<file path="config.mk">
export PLATFORM = sky130hd
export DESIGN_NAME = flash_write_combining_buffer
export DESIGN_NICKNAME = d
export VERILOG_FILES = /design/src/sv/fwcb_pkg.sv /design/src/sv/fwcb_page_ram.sv /design/src/sv/fwcb_result_reg.sv /design/src/sv/flash_write_combining_buffer.sv
export VERILOG_INCLUDE_DIRS = /design/src /design/src/sv
export SDC_FILE = /design/constraint.sdc
export NUM_CORES = 2
export LEC_CHECK = 0
export BUFFER_PORTS_ARGS = -buffer_cell sky130_fd_sc_hd__buf_2
export CELL_PAD_IN_SITES_DETAIL_PLACEMENT = 1
export CELL_PAD_IN_SITES_GLOBAL_PLACEMENT = 2
export CORE_UTILIZATION = 52
export CTS_CLUSTER_SIZE = 28
export DETAILED_ROUTE_END_ITERATION = 8
export GPL_ROUTABILITY_DRIVEN = 0
export PLACE_DENSITY_LB_ADDON = 0.1
export SKIP_CTS_REPAIR_TIMING = 1
export SYNTH_ARGS = -nofsm -noshare
export SYNTH_HDL_FRONTEND = slang
export SYNTH_HIERARCHICAL = 1
export SYNTH_SLANG_ARGS = --single-unit
</file>
<file path="constraint.sdc">
create_clock -name clk -period 13.91 [get_ports clk]
set_input_delay 1.391 -clock clk [delete_from_list [all_inputs] [get_ports clk]]
set_output_delay 1.391 -clock clk [all_outputs]
set_load 0.02 [all_outputs]
</file>
<file path="src/sv/assert_macros.svh">
`ifndef ASSERT_MACROS_SVH
`define ASSERT_MACROS_SVH

// Assertion helpers. Each expects clk and arst_n in the scope where it is used.

// The condition holds at every clock edge outside reset.
`define FWCB_ASSERT_ALWAYS(label, cond, msg) \
	label: assert property (@(posedge clk) disable iff (!arst_n) (cond)) else $error(msg);

// The consequent holds in the same cycle as the antecedent.
`define FWCB_ASSERT_IMPL(label, ante, cons, msg) \
	label: assert property (@(posedge clk) disable iff (!arst_n) (ante) |-> (cons)) else $error(msg);

// The consequent holds in the cycle after the antecedent.
`define FWCB_ASSERT_NEXT(label, ante, cons, msg) \
	label: assert property (@(posedge clk) disable iff (!arst_n) (ante) |=> (cons)) else $error(msg);

`endif

</file>
<file path="src/sv/fwcb_pkg.sv">
`timescale 1ns / 1ps

package fwcb_pkg;

	// Request codes on func.
	localparam logic [1:0] FUNC_WRITE = 2'd0;
	localparam logic [1:0] FUNC_CLOSE = 2'd1;
	localparam logic [1:0] FUNC_OPEN  = 2'd2;

	// Result codes on kind.
	localparam logic [1:0] KIND_ERASE = 2'd0;
	localparam logic [1:0] KIND_PROG  = 2'd1;
	localparam logic [1:0] KIND_ACK   = 2'd2;
	localparam logic [1:0] KIND_ERR   = 2'd3;

	localparam logic [4:0] SECTOR_LOG2_RESET = 5'd12;

	typedef struct packed {
		logic [1:0]  kind;
		logic [31:0] addr;
		logic [63:0] data;
	} result_t;

endpackage

</file>
<file path="src/sv/fwcb_page_ram.sv">
`timescale 1ns / 1ps

module fwcb_page_ram #(
	parameter int PAGE_BYTES = 256
) (
	input  logic                            clk,
	input  logic                            arst_n,
	input  logic                            clr,
	input  logic                            wr_en,
	input  logic [$clog2(PAGE_BYTES)-1:0]   wr_idx,
	input  logic [7:0]                      wr_byte,
	input  logic                            rd_en,
	input  logic [$clog2(PAGE_BYTES)-4:0]   rd_row,
	input  logic [7:0]                      rd_keep,
	output logic [63:0]                     rd_word
);

	localparam int PAGE_LOG2 = $clog2(PAGE_BYTES);
	localparam int ROW_W     = PAGE_LOG2 - 3;
	localparam int ROWS      = PAGE_BYTES / 8;

	logic [63:0]      mem [ROWS];
	logic [ROWS-1:0]  row_valid_q;
	logic [63:0]      rd_data_s1;
	logic             rd_valid_s1;
	logic [7:0]       rd_keep_s1;
	logic [ROW_W-1:0] wr_row;
	logic [2:0]       wr_lane;
	logic [63:0]      fill_row;

	assign wr_row  = wr_idx[PAGE_LOG2-1:3];
	assign wr_lane = wr_idx[2:0];

	// A row that has not been written since the last clear reads as erased flash.
	always_comb begin
		fill_row = '1;
		fill_row[{wr_lane, 3'b000} +: 8] = wr_byte;
	end

	always_ff @(posedge clk) begin
		if (wr_en) begin
			if (row_valid_q[wr_row]) begin
				mem[wr_row][{wr_lane, 3'b000} +: 8] <= wr_byte;
			end else begin
				mem[wr_row] <= fill_row;
			end
		end
		if (rd_en) begin
			rd_data_s1  <= mem[rd_row];
			rd_valid_s1 <= row_valid_q[rd_row];
			rd_keep_s1  <= rd_keep;
		end
	end

	always_ff @(posedge clk or negedge arst_n) begin
		if (!arst_n) begin
			row_valid_q <= '0;
		end else if (clr) begin
			row_valid_q <= '0;
		end else if (wr_en) begin
			row_valid_q[wr_row] <= 1'b1;
		end
	end

	always_comb begin
		for (int i = 0; i < 8; i++) begin
			rd_word[8*i +: 8] = (rd_valid_s1 && rd_keep_s1[i]) ? rd_data_s1[8*i +: 8] : 8'hFF;
		end
	end

endmodule

</file>
<file path="src/sv/fwcb_result_reg.sv">
`timescale 1ns / 1ps

module fwcb_result_reg (
	input  logic              clk,
	input  logic              arst_n,
	input  logic              push,
	input  fwcb_pkg::result_t push_res,
	input  logic              fin,
	output logic              result_strobe,
	output fwcb_pkg::result_t res,
	output logic              last
);

	logic              pend_valid_q;
	fwcb_pkg::result_t pend_q;
	logic              strobe_q;
	fwcb_pkg::result_t res_q;
	logic              last_q;

	// One result is held back so that the final one of a transaction can be
	// marked once the control logic knows nothing more follows.
	always_ff @(posedge clk or negedge arst_n) begin
		if (!arst_n) begin
			pend_valid_q <= 1'b0;
			strobe_q     <= 1'b0;
		end else begin
			strobe_q <= 1'b0;
			if (push) begin
				strobe_q     <= pend_valid_q;
				pend_valid_q <= 1'b1;
			end else if (fin) begin
				strobe_q     <= pend_valid_q;
				pend_valid_q <= 1'b0;
			end
		end
	end

	always_ff @(posedge clk) begin
		if (push) begin
			res_q  <= pend_q;
			last_q <= 1'b0;
			pend_q <= push_res;
		end else if (fin) begin
			res_q  <= pend_q;
			last_q <= 1'b1;
		end
	end

	assign result_strobe = strobe_q;
	assign res           = res_q;
	assign last          = last_q;

endmodule

</file>
<file path="src/sv/flash_write_combining_buffer.sv">
`timescale 1ns / 1ps
`include "assert_macros.svh"

// Flash write-combining buffer with sector erase.
// A request is a transaction on start/busy: it is taken at a rising edge with start high
// and busy low, carrying func (write byte, close, open), byte_addr and data_byte.
// The block answers with a stream of results on kind, cmd_addr, word_data and last.
// Each result is valid for exactly one cycle while result_strobe is high; last marks
// the final result of a request. A write that needs no flash command gives no result.
// The receiver cannot stall: results are always taken, so no backpressure exists.
// The page buffer lives in a RAM of 64-bit rows with a registered read port and one
// valid bit per row, so clearing the buffer only resets the valid bits.
// A flush sends one program word per cycle, set by the one read port of the page RAM;
// a close flushes the buffer first and then adds the acknowledge.
// A result is held in a pending register until the next result or the request ends.
// The sector size register is written through cfg_we/cfg_wdata; the user must do so
// only while the block is idle, as the block itself does not enforce this.
// Reset leaves the block closed with an empty buffer and the sector size log2 at 12.
// PAGE_BYTES must be a power of two between 64 and 4096.
module flash_write_combining_buffer #(
	parameter int PAGE_BYTES = 256
) (
	input  logic        clk,
	input  logic        arst_n,
	input  logic        start,
	output logic        busy,
	input  logic [1:0]  func,
	input  logic [31:0] byte_addr,
	input  logic [7:0]  data_byte,
	input  logic        cfg_we,
	input  logic [4:0]  cfg_wdata,
	output logic        result_strobe,
	output logic [1:0]  kind,
	output logic [31:0] cmd_addr,
	output logic [63:0] word_data,
	output logic        last
);

	localparam int         PAGE_LOG2   = $clog2(PAGE_BYTES);
	localparam int         ROW_W       = PAGE_LOG2 - 3;
	localparam logic [4:0] PAGE_LOG2_V = 5'(PAGE_LOG2);

	// Sequencer states.
	localparam logic [2:0] S_IDLE   = 3'd0;
	localparam logic [2:0] S_DECIDE = 3'd1;
	localparam logic [2:0] S_FLUSH  = 3'd2;
	localparam logic [2:0] S_FTAIL  = 3'd3;
	localparam logic [2:0] S_CLOSE  = 3'd4;
	localparam logic [2:0] S_FIN    = 3'd5;

	// Checks of a byte write, in the order they are applied.
	localparam logic [2:0] STEP_FIRST = 3'd0;
	localparam logic [2:0] STEP_BLK   = 3'd1;
	localparam logic [2:0] STEP_SEC   = 3'd2;
	localparam logic [2:0] STEP_BEND  = 3'd3;
	localparam logic [2:0] STEP_SEND  = 3'd4;
	localparam logic [2:0] STEP_STORE = 3'd5;

	// Bytes of the last word that lie inside a block shorter than one word.
	function automatic logic [7:0] keep_mask(input logic [4:0] blk_log2);
		logic [7:0] m;
		case (blk_log2)
			5'd0:    m = 8'h01;
			5'd1:    m = 8'h03;
			5'd2:    m = 8'h0F;
			default: m = 8'hFF;
		endcase
		return m;
	endfunction

	logic [2:0]  state_q;
	logic [2:0]  step_q;
	logic [4:0]  cfg_log2_q;
	logic [4:0]  latched_q;
	logic        is_open_q;
	logic        sector_valid_q;
	logic        buffer_empty_q;
	logic [31:0] prev_q;
	logic [31:0] block_base_q;
	logic [31:0] sector_base_q;
	logic [1:0]  func_q;
	logic [31:0] addr_q;
	logic [7:0]  data_q;
	logic [ROW_W-1:0] cnt_q;
	logic        rd_issue_s1;
	logic [31:0] word_addr_s1;

	logic        accept;
	logic [4:0]  blog;
	logic [4:0]  cfg_blog;
	logic [31:0] bmask;
	logic [31:0] smask;
	logic [31:0] cfg_bmask;
	logic [31:0] cfg_smask;
	logic [32:0] bs33;
	logic [32:0] ss33;
	logic [PAGE_LOG2-1:0] bs_m1;
	logic [ROW_W-1:0] last_row;
	logic        c_blk, c_sec, c_bend, c_send;
	logic        t_first, t_blk, t_sec, t_bend, t_send;
	logic        sel_first, sel_blk, sel_sec, sel_bend, sel_send, sel_store;
	logic        in_decide;
	logic        do_setup, do_flush, do_store;
	logic        err_acc, ack_acc;
	logic        push, fin, clr;
	fwcb_pkg::result_t push_res;
	fwcb_pkg::result_t res;
	logic [63:0] rd_word;

	assign accept = start && !busy;
	assign busy   = (state_q != S_IDLE);

	// Block size is the smaller of the sector and the page.
	assign blog      = (latched_q < PAGE_LOG2_V) ? latched_q : PAGE_LOG2_V;
	assign cfg_blog  = (cfg_log2_q < PAGE_LOG2_V) ? cfg_log2_q : PAGE_LOG2_V;
	assign bmask     = 32'hFFFF_FFFF << blog;
	assign smask     = 32'hFFFF_FFFF << latched_q;
	assign cfg_bmask = 32'hFFFF_FFFF << cfg_blog;
	assign cfg_smask = 32'hFFFF_FFFF << cfg_log2_q;
	assign bs33      = 33'd1 << blog;
	assign ss33      = 33'd1 << latched_q;
	assign bs_m1     = ~({PAGE_LOG2{1'b1}} << blog);
	assign last_row  = bs_m1[PAGE_LOG2-1:3];

	// All checks look at the current state; the first one that fires acts this
	// cycle and the rest are looked at again once its effect is in the registers.
	assign c_blk  = (addr_q & bmask) != (prev_q & bmask);
	assign c_sec  = (addr_q & smask) != (prev_q & smask);
	assign c_bend = {1'b0, addr_q} >= ({1'b0, block_base_q} + bs33);
	assign c_send = {1'b0, addr_q} >= ({1'b0, sector_base_q} + ss33);

	assign t_first = (step_q == STEP_FIRST) && !sector_valid_q;
	assign t_blk   = (step_q <= STEP_BLK) && c_blk;
	assign t_sec   = (step_q <= STEP_SEC) && c_sec;
	assign t_bend  = (step_q <= STEP_BEND) && c_bend;
	assign t_send  = (step_q <= STEP_SEND) && c_send;

	assign sel_first = t_first;
	assign sel_blk   = !t_first && t_blk;
	assign sel_sec   = !t_first && !t_blk && t_sec;
	assign sel_bend  = !t_first && !t_blk && !t_sec && t_bend;
	assign sel_send  = !t_first && !t_blk && !t_sec && !t_bend && t_send;
	assign sel_store = !t_first && !t_blk && !t_sec && !t_bend && !t_send;

	assign in_decide = (state_q == S_DECIDE);
	assign do_setup  = in_decide && (sel_first || sel_sec || sel_send);
	assign do_flush  = in_decide && (sel_blk || sel_bend);
	assign do_store  = in_decide && sel_store;

	assign ack_acc = (func == fwcb_pkg::FUNC_OPEN) && !is_open_q;
	assign err_acc = !ack_acc && !((func == fwcb_pkg::FUNC_CLOSE || func == fwcb_pkg::FUNC_WRITE)
		&& is_open_q);

	// The page buffer is emptied by every sector setup, every flush and every
	// open or close that resets the whole state.
	assign clr = do_setup || (do_flush && buffer_empty_q) || (state_q == S_FTAIL)
		|| (state_q == S_IDLE && accept && ack_acc)
		|| (state_q == S_CLOSE && buffer_empty_q);

	assign fin = (state_q == S_FIN) || do_store;

	always_comb begin
		push     = 1'b0;
		push_res = '0;
		case (state_q)
			S_IDLE: begin
				if (accept && (ack_acc || err_acc)) begin
					push          = 1'b1;
					push_res.kind = ack_acc ? fwcb_pkg::KIND_ACK : fwcb_pkg::KIND_ERR;
				end
			end
			S_DECIDE: begin
				if (do_setup) begin
					push          = 1'b1;
					push_res.kind = fwcb_pkg::KIND_ERASE;
					push_res.addr = addr_q & cfg_smask;
				end
			end
			S_CLOSE: begin
				if (buffer_empty_q) begin
					push          = 1'b1;
					push_res.kind = fwcb_pkg::KIND_ACK;
				end
			end
			default: begin
				push = 1'b0;
			end
		endcase
		// Read data of a flush returns in the cycle after its row was addressed.
		if (rd_issue_s1) begin
			push          = 1'b1;
			push_res.kind = fwcb_pkg::KIND_PROG;
			push_res.addr = word_addr_s1;
			push_res.data = rd_word;
		end
	end

	always_ff @(posedge clk) begin
		if (accept) begin
			func_q <= func;
			addr_q <= byte_addr;
			data_q <= data_byte;
		end
		word_addr_s1 <= block_base_q + 32'({cnt_q, 3'b000});
	end

	always_ff @(posedge clk or negedge arst_n) begin
		if (!arst_n) begin
			state_q        <= S_IDLE;
			step_q         <= STEP_FIRST;
			cfg_log2_q     <= fwcb_pkg::SECTOR_LOG2_RESET;
			latched_q      <= fwcb_pkg::SECTOR_LOG2_RESET;
			is_open_q      <= 1'b0;
			sector_valid_q <= 1'b0;
			buffer_empty_q <= 1'b1;
			prev_q         <= '0;
			block_base_q   <= '0;
			sector_base_q  <= '0;
			cnt_q          <= '0;
			rd_issue_s1    <= 1'b0;
		end else begin
			if (cfg_we) begin
				cfg_log2_q <= cfg_wdata;
			end
			rd_issue_s1 <= (state_q == S_FLUSH);
			case (state_q)
				S_IDLE: begin
					if (accept) begin
						case (func)
							fwcb_pkg::FUNC_OPEN: begin
								if (!is_open_q) begin
									is_open_q      <= 1'b1;
									sector_valid_q <= 1'b0;
									buffer_empty_q <= 1'b1;
									prev_q         <= '0;
									block_base_q   <= '0;
									sector_base_q  <= '0;
								end
								state_q <= S_FIN;
							end
							fwcb_pkg::FUNC_CLOSE: begin
								state_q <= is_open_q ? S_CLOSE : S_FIN;
							end
							fwcb_pkg::FUNC_WRITE: begin
								step_q  <= STEP_FIRST;
								state_q <= is_open_q ? S_DECIDE : S_FIN;
							end
							default: begin
								state_q <= S_FIN;
							end
						endcase
					end
				end
				S_DECIDE: begin
					// A sector setup takes the size from the register at this point.
					if (do_setup) begin
						latched_q     <= cfg_log2_q;
						sector_base_q <= addr_q & cfg_smask;
						block_base_q  <= addr_q & cfg_bmask;
					end
					if (sel_first) begin
						sector_valid_q <= 1'b1;
						prev_q         <= addr_q;
						step_q         <= STEP_BLK;
					end else if (sel_blk) begin
						step_q <= STEP_SEC;
					end else if (sel_sec) begin
						step_q <= STEP_BEND;
					end else if (sel_bend) begin
						step_q <= STEP_SEND;
					end else if (sel_send) begin
						step_q <= STEP_STORE;
					end
					if (do_flush) begin
						if (buffer_empty_q) begin
							block_base_q <= addr_q & bmask;
						end else begin
							state_q <= S_FLUSH;
						end
					end
					if (do_store) begin
						if (addr_q < block_base_q) begin
							block_base_q <= addr_q & bmask;
						end
						buffer_empty_q <= 1'b0;
						prev_q         <= addr_q + 32'd1;
						state_q        <= S_IDLE;
					end
				end
				S_FLUSH: begin
					if (cnt_q == last_row) begin
						cnt_q   <= '0;
						state_q <= S_FTAIL;
					end else begin
						cnt_q <= cnt_q + 1'b1;
					end
				end
				S_FTAIL: begin
					buffer_empty_q <= 1'b1;
					block_base_q   <= addr_q & bmask;
					state_q        <= (func_q == fwcb_pkg::FUNC_CLOSE) ? S_CLOSE : S_DECIDE;
				end
				S_CLOSE: begin
					if (buffer_empty_q) begin
						is_open_q      <= 1'b0;
						sector_valid_q <= 1'b0;
						prev_q         <= '0;
						block_base_q   <= '0;
						sector_base_q  <= '0;
						state_q        <= S_FIN;
					end else begin
						state_q <= S_FLUSH;
					end
				end
				S_FIN: begin
					state_q <= S_IDLE;
				end
				default: begin
					state_q <= S_IDLE;
				end
			endcase
		end
	end

	fwcb_page_ram #(
		.PAGE_BYTES(PAGE_BYTES)
	) u_page_ram (
		.clk     (clk),
		.arst_n  (arst_n),
		.clr     (clr),
		.wr_en   (do_store),
		.wr_idx  (addr_q[PAGE_LOG2-1:0] & bs_m1),
		.wr_byte (data_q),
		.rd_en   (state_q == S_FLUSH),
		.rd_row  (cnt_q),
		.rd_keep (keep_mask(blog)),
		.rd_word (rd_word)
	);

	fwcb_result_reg u_result_reg (
		.clk           (clk),
		.arst_n        (arst_n),
		.push          (push),
		.push_res      (push_res),
		.fin           (fin),
		.result_strobe (result_strobe),
		.res           (res),
		.last          (last)
	);

	assign kind      = res.kind;
	assign cmd_addr  = res.addr;
	assign word_data = res.data;

	// A result formed in the completing cycle would be lost behind the last flag.
	`FWCB_ASSERT_ALWAYS(a_no_push_at_fin, !(push && fin), "result formed while completing")
	// A closed buffer holds no data and no sector.
	`FWCB_ASSERT_IMPL(a_closed_clean, !is_open_q, buffer_empty_q && !sector_valid_q, "closed buffer holds state")
	// The block base always sits on a boundary of the current block size.
	`FWCB_ASSERT_ALWAYS(a_block_aligned, (block_base_q & ~bmask) == 32'd0, "block base misaligned")
	// Bytes are only stored into an open buffer with a sector set up.
	`FWCB_ASSERT_IMPL(a_store_open, do_store, is_open_q && sector_valid_q, "byte stored without sector")

endmodule
</file>
==> results.yml <==
floorplanning:
  die-area_um2: 204000
  top_level_ports: 152
  row_count: 164
  die_h_um: 451
  start_util: 0.525
  chipWidth_um: 451
  core_um2: 200000
routing:
  wl_met3_mm: 24.6
  ant_nets: 0
  vias: 60100
  met2RoutedLength_mm: 151
  top_layer_used: "met5"
  drt-met1-wl_mm: 127
  via_per_inst: 6.50
  drt-total-wl_mm: 317
  wl_per_cell_um: 34.3
  firstDrtPassIters: 7
  drc: 34
  drt_iter0_drc: 7019
power_and_ir_drop:
  p_leak_nw: 39.7
  ir_drop_v: 0.000159
  powerDensity_nw_per_um2: 216
clocking:
  clk_pin_slew_worst_paths_ns: 0.06
  clock-sinks: 2547
  clock_path_buffers: 4
  insertion_delay_ns: 0.94
  cts-root-buf: "clkbuf_16"
  h-tree-depth: 5
  numCtsBuffers: 281
  cts_tree: "yes"
timing:
  drv_slew: 0
  final-setup-viol-count: 0
  rsz0062_at_grt: "false"
  min_period_ns: 10.02
  slew_headroom: 0.0512
  finalCritPeriodShare: 0.721
  setup_tns_ns: 0
  final-hold-violation-count: 0
  worst_pin_slew_ns: 1.42
  fmax_mhz: 99.8
  whs_ns: 0.373
  finClkSkew_ns: 0.0591
worst_hold_path:
  holdCritPathClass: "reg -> reg"
  hold_depth: 0
yosys:
  synth_common_cells: "edfxtp_1, mux4_2, nor2_1, nand2_1, o21ai_0"
  synthArstFlopShare: 0.0609
  synth_area_um2: 105000
  synthFlopType: "edfxtp_1"
  avgSynthCellArea_um2: 17.2
  synth_cells: 6109
  post-synth-top-area-cell: "edfxtp_1"
  synth_top_area_frac: 0.675
  synth_most_common_cell: "edfxtp_1"
  synth_seq_cells: 2547
  yosysWarnings: 6
  yosys.cell_types.count: 92
  ys_seq_area_frac: 0.718
  synth_area_leaders: "edfxtp_1, mux4_2, dfrtp_1, ha_1, nor2_1"
  synth_edf_count: 2359
setup_path:
  crit_fanout: 17
  cp.required_ns: 14.45
  rrSetupSlack_ns: 3.89
  critPathKind: "reg -> reg"
  cp.arrival_ns: 10.56
  max_stage_delay_ns: 1.06
  cp-start-kind: "register"
  cp_slowest_cell: "nor2_1"
  end_kind: "register"
  rr_worst_depth: 30
flow_run:
  max_cap_viol_count: 0
grt:
  grt_max_degree: 94
  grt_pass1_vias: 61500
  gr-total-overflow: 0
  antenna_found_initial: 15
  grt_pass1_wl_mm: 454
  track_usage: 0.313
run_status:
  status: "complete, but fails checks"
  violations: "DRC"
layout:
  layout-drive-gt1-share: 0.211
  fin_nets: 6606
  synthToLayoutAreaGrowth_pct: 12.6
placed_design:
  hpwlAfterDp_mm: 202
  io_buffers: 151
[power breakdown]
part	switching [mW]	leakage, nW	total [mW]	internal [mW]
Clock	2.96	4.21	7.15	4.19
Combinational	5.36	11.8	8.05	2.69
Sequential	0.493	23.7	10.3	9.78
Total	8.82	39.7	25.5	16.7
[flip-flops by register name, indices dropped and copies added (netlist names), 2 cells and up]
name                    cells
u_page_ram/mem           2048
u_result_reg/pend_q        98
u_result_reg/res           98
u_page_ram/rd_data_s1      64
addr_q                     32
block_base_q               32
prev_q                     32
sector_base_q              32
u_page_ram/row_valid_q     32
word_addr_s1               32
data_q                      8
u_page_ram/rd_keep_s1       8
cfg_log2_q                  5
cnt_q                       5
latched_q                   5
state_q                     3
step_q                      3
func_q                      2
[placed cells by master, fill, tap and decap left out, types with 40 or more instances in the layout]
cell type and count:
a21oi_1 199, a221oi_1 50, a22o_1 48, a22oi_1 75, and2_1 77, buf_2 150, buf_4 136, clkbuf_1 44
clkbuf_16 284, clkinv_1 54, clkinv_2 40, dfrtp_1 144, edfxtp_1 2359, ha_1 169, inv_1 97, mux2i_1 141
mux4_2 477, nand2_1 325, nand3_1 71, nor2_1 417, nor3_1 51, o21ai_0 176, o221ai_1 97, or2_2 101
xnor2_1 91, xor2_1 57
[final timing paths]
path                                    startpoint                     end
setup reg to reg                      latched_q[2]  u_page_ram/mem[30][21]
max in group asynchronous                   arst_n             rd_issue_s1
hold / removal             u_result_reg/pend_q[93]    u_result_reg/res[93]
min in group asynchronous                   arst_n        block_base_q[15]
setup / recovery                      latched_q[2]  u_page_ram/mem[30][21]
hold reg to reg            u_result_reg/pend_q[93]    u_result_reg/res[93]
[per-stage QoR]
| step | total power [mW] | cell area (µm²) | util | setup WS [ns] | cells |
|---|---|---|---|---|---|
| 5_1_grt | 26.4 | 118000 | 0.591 | 3.44 | 9236 |
| 4_1_cts | 25.6 | 118000 | 0.591 | 4.06 | 9235 |
| 6_report | 25.5 | 118000 | 0.591 | 3.89 | 9242 |
| 3_3_place_gp | 18.3 | 109000 | 0.547 | 4.37 | 8756 |
| 3_5_place_dp | 18.5 | 109000 | 0.547 | 4.06 | 8756 |
| 2_1_floorplan | 15.3 | 105000 | - | 4.44 | 6131 |
[per-layer routing]
metal  vias to the layer above  track usage
li1                      24800            -
met1                     31800        0.433
met2                      2883        0.495
met3                       621       0.0525
met4                        12        0.128
met5                         -            0
[worst max-delay path: cells and delay by family, from the launching register on]
| kind | cells | cell delay [ns] |
|---|---|---|
| buffers and inverters | 2 | 0.64 |
| XOR/XNOR | 1 | 0.15 |
| flip-flops | 1 | 0.70 |
| AO/OA/AOI/OAI | 14 | 3.56 |
| AND/OR/NAND/NOR | 11 | 4.04 |
| adder cells (fa/ha/maj) | 2 | 0.53 |
[area by class of cell]
type / count / area [µm²]
diodes: 7 / 17.5
clock buffers: 334 / 7350
clock inverters: 145 / 1330
fillers: 17700 / 81900
inverters: 102 / 388
multi-input cells: 3163 / 28600
flip-flops and latches: 2547 / 75400
well taps: 2656 / 3320
repair buffers: 288 / 1800
[logic make-up after synthesis]
| logic type | synth area share |
|---|---|
| buffers and inverters | 0.0169 |
| other | 0.0000715 |
| xor gates and xnor gates | 0.0123 |
| adders and majority gates | 0.0209 |
| AOI/OAI and AO/OA | 0.0604 |
| and+or+nand+nor | 0.0546 |
| DFF | 0.718 |
| muxes | 0.117 |
No activity file was read; power rests on OpenSTA's default activity.
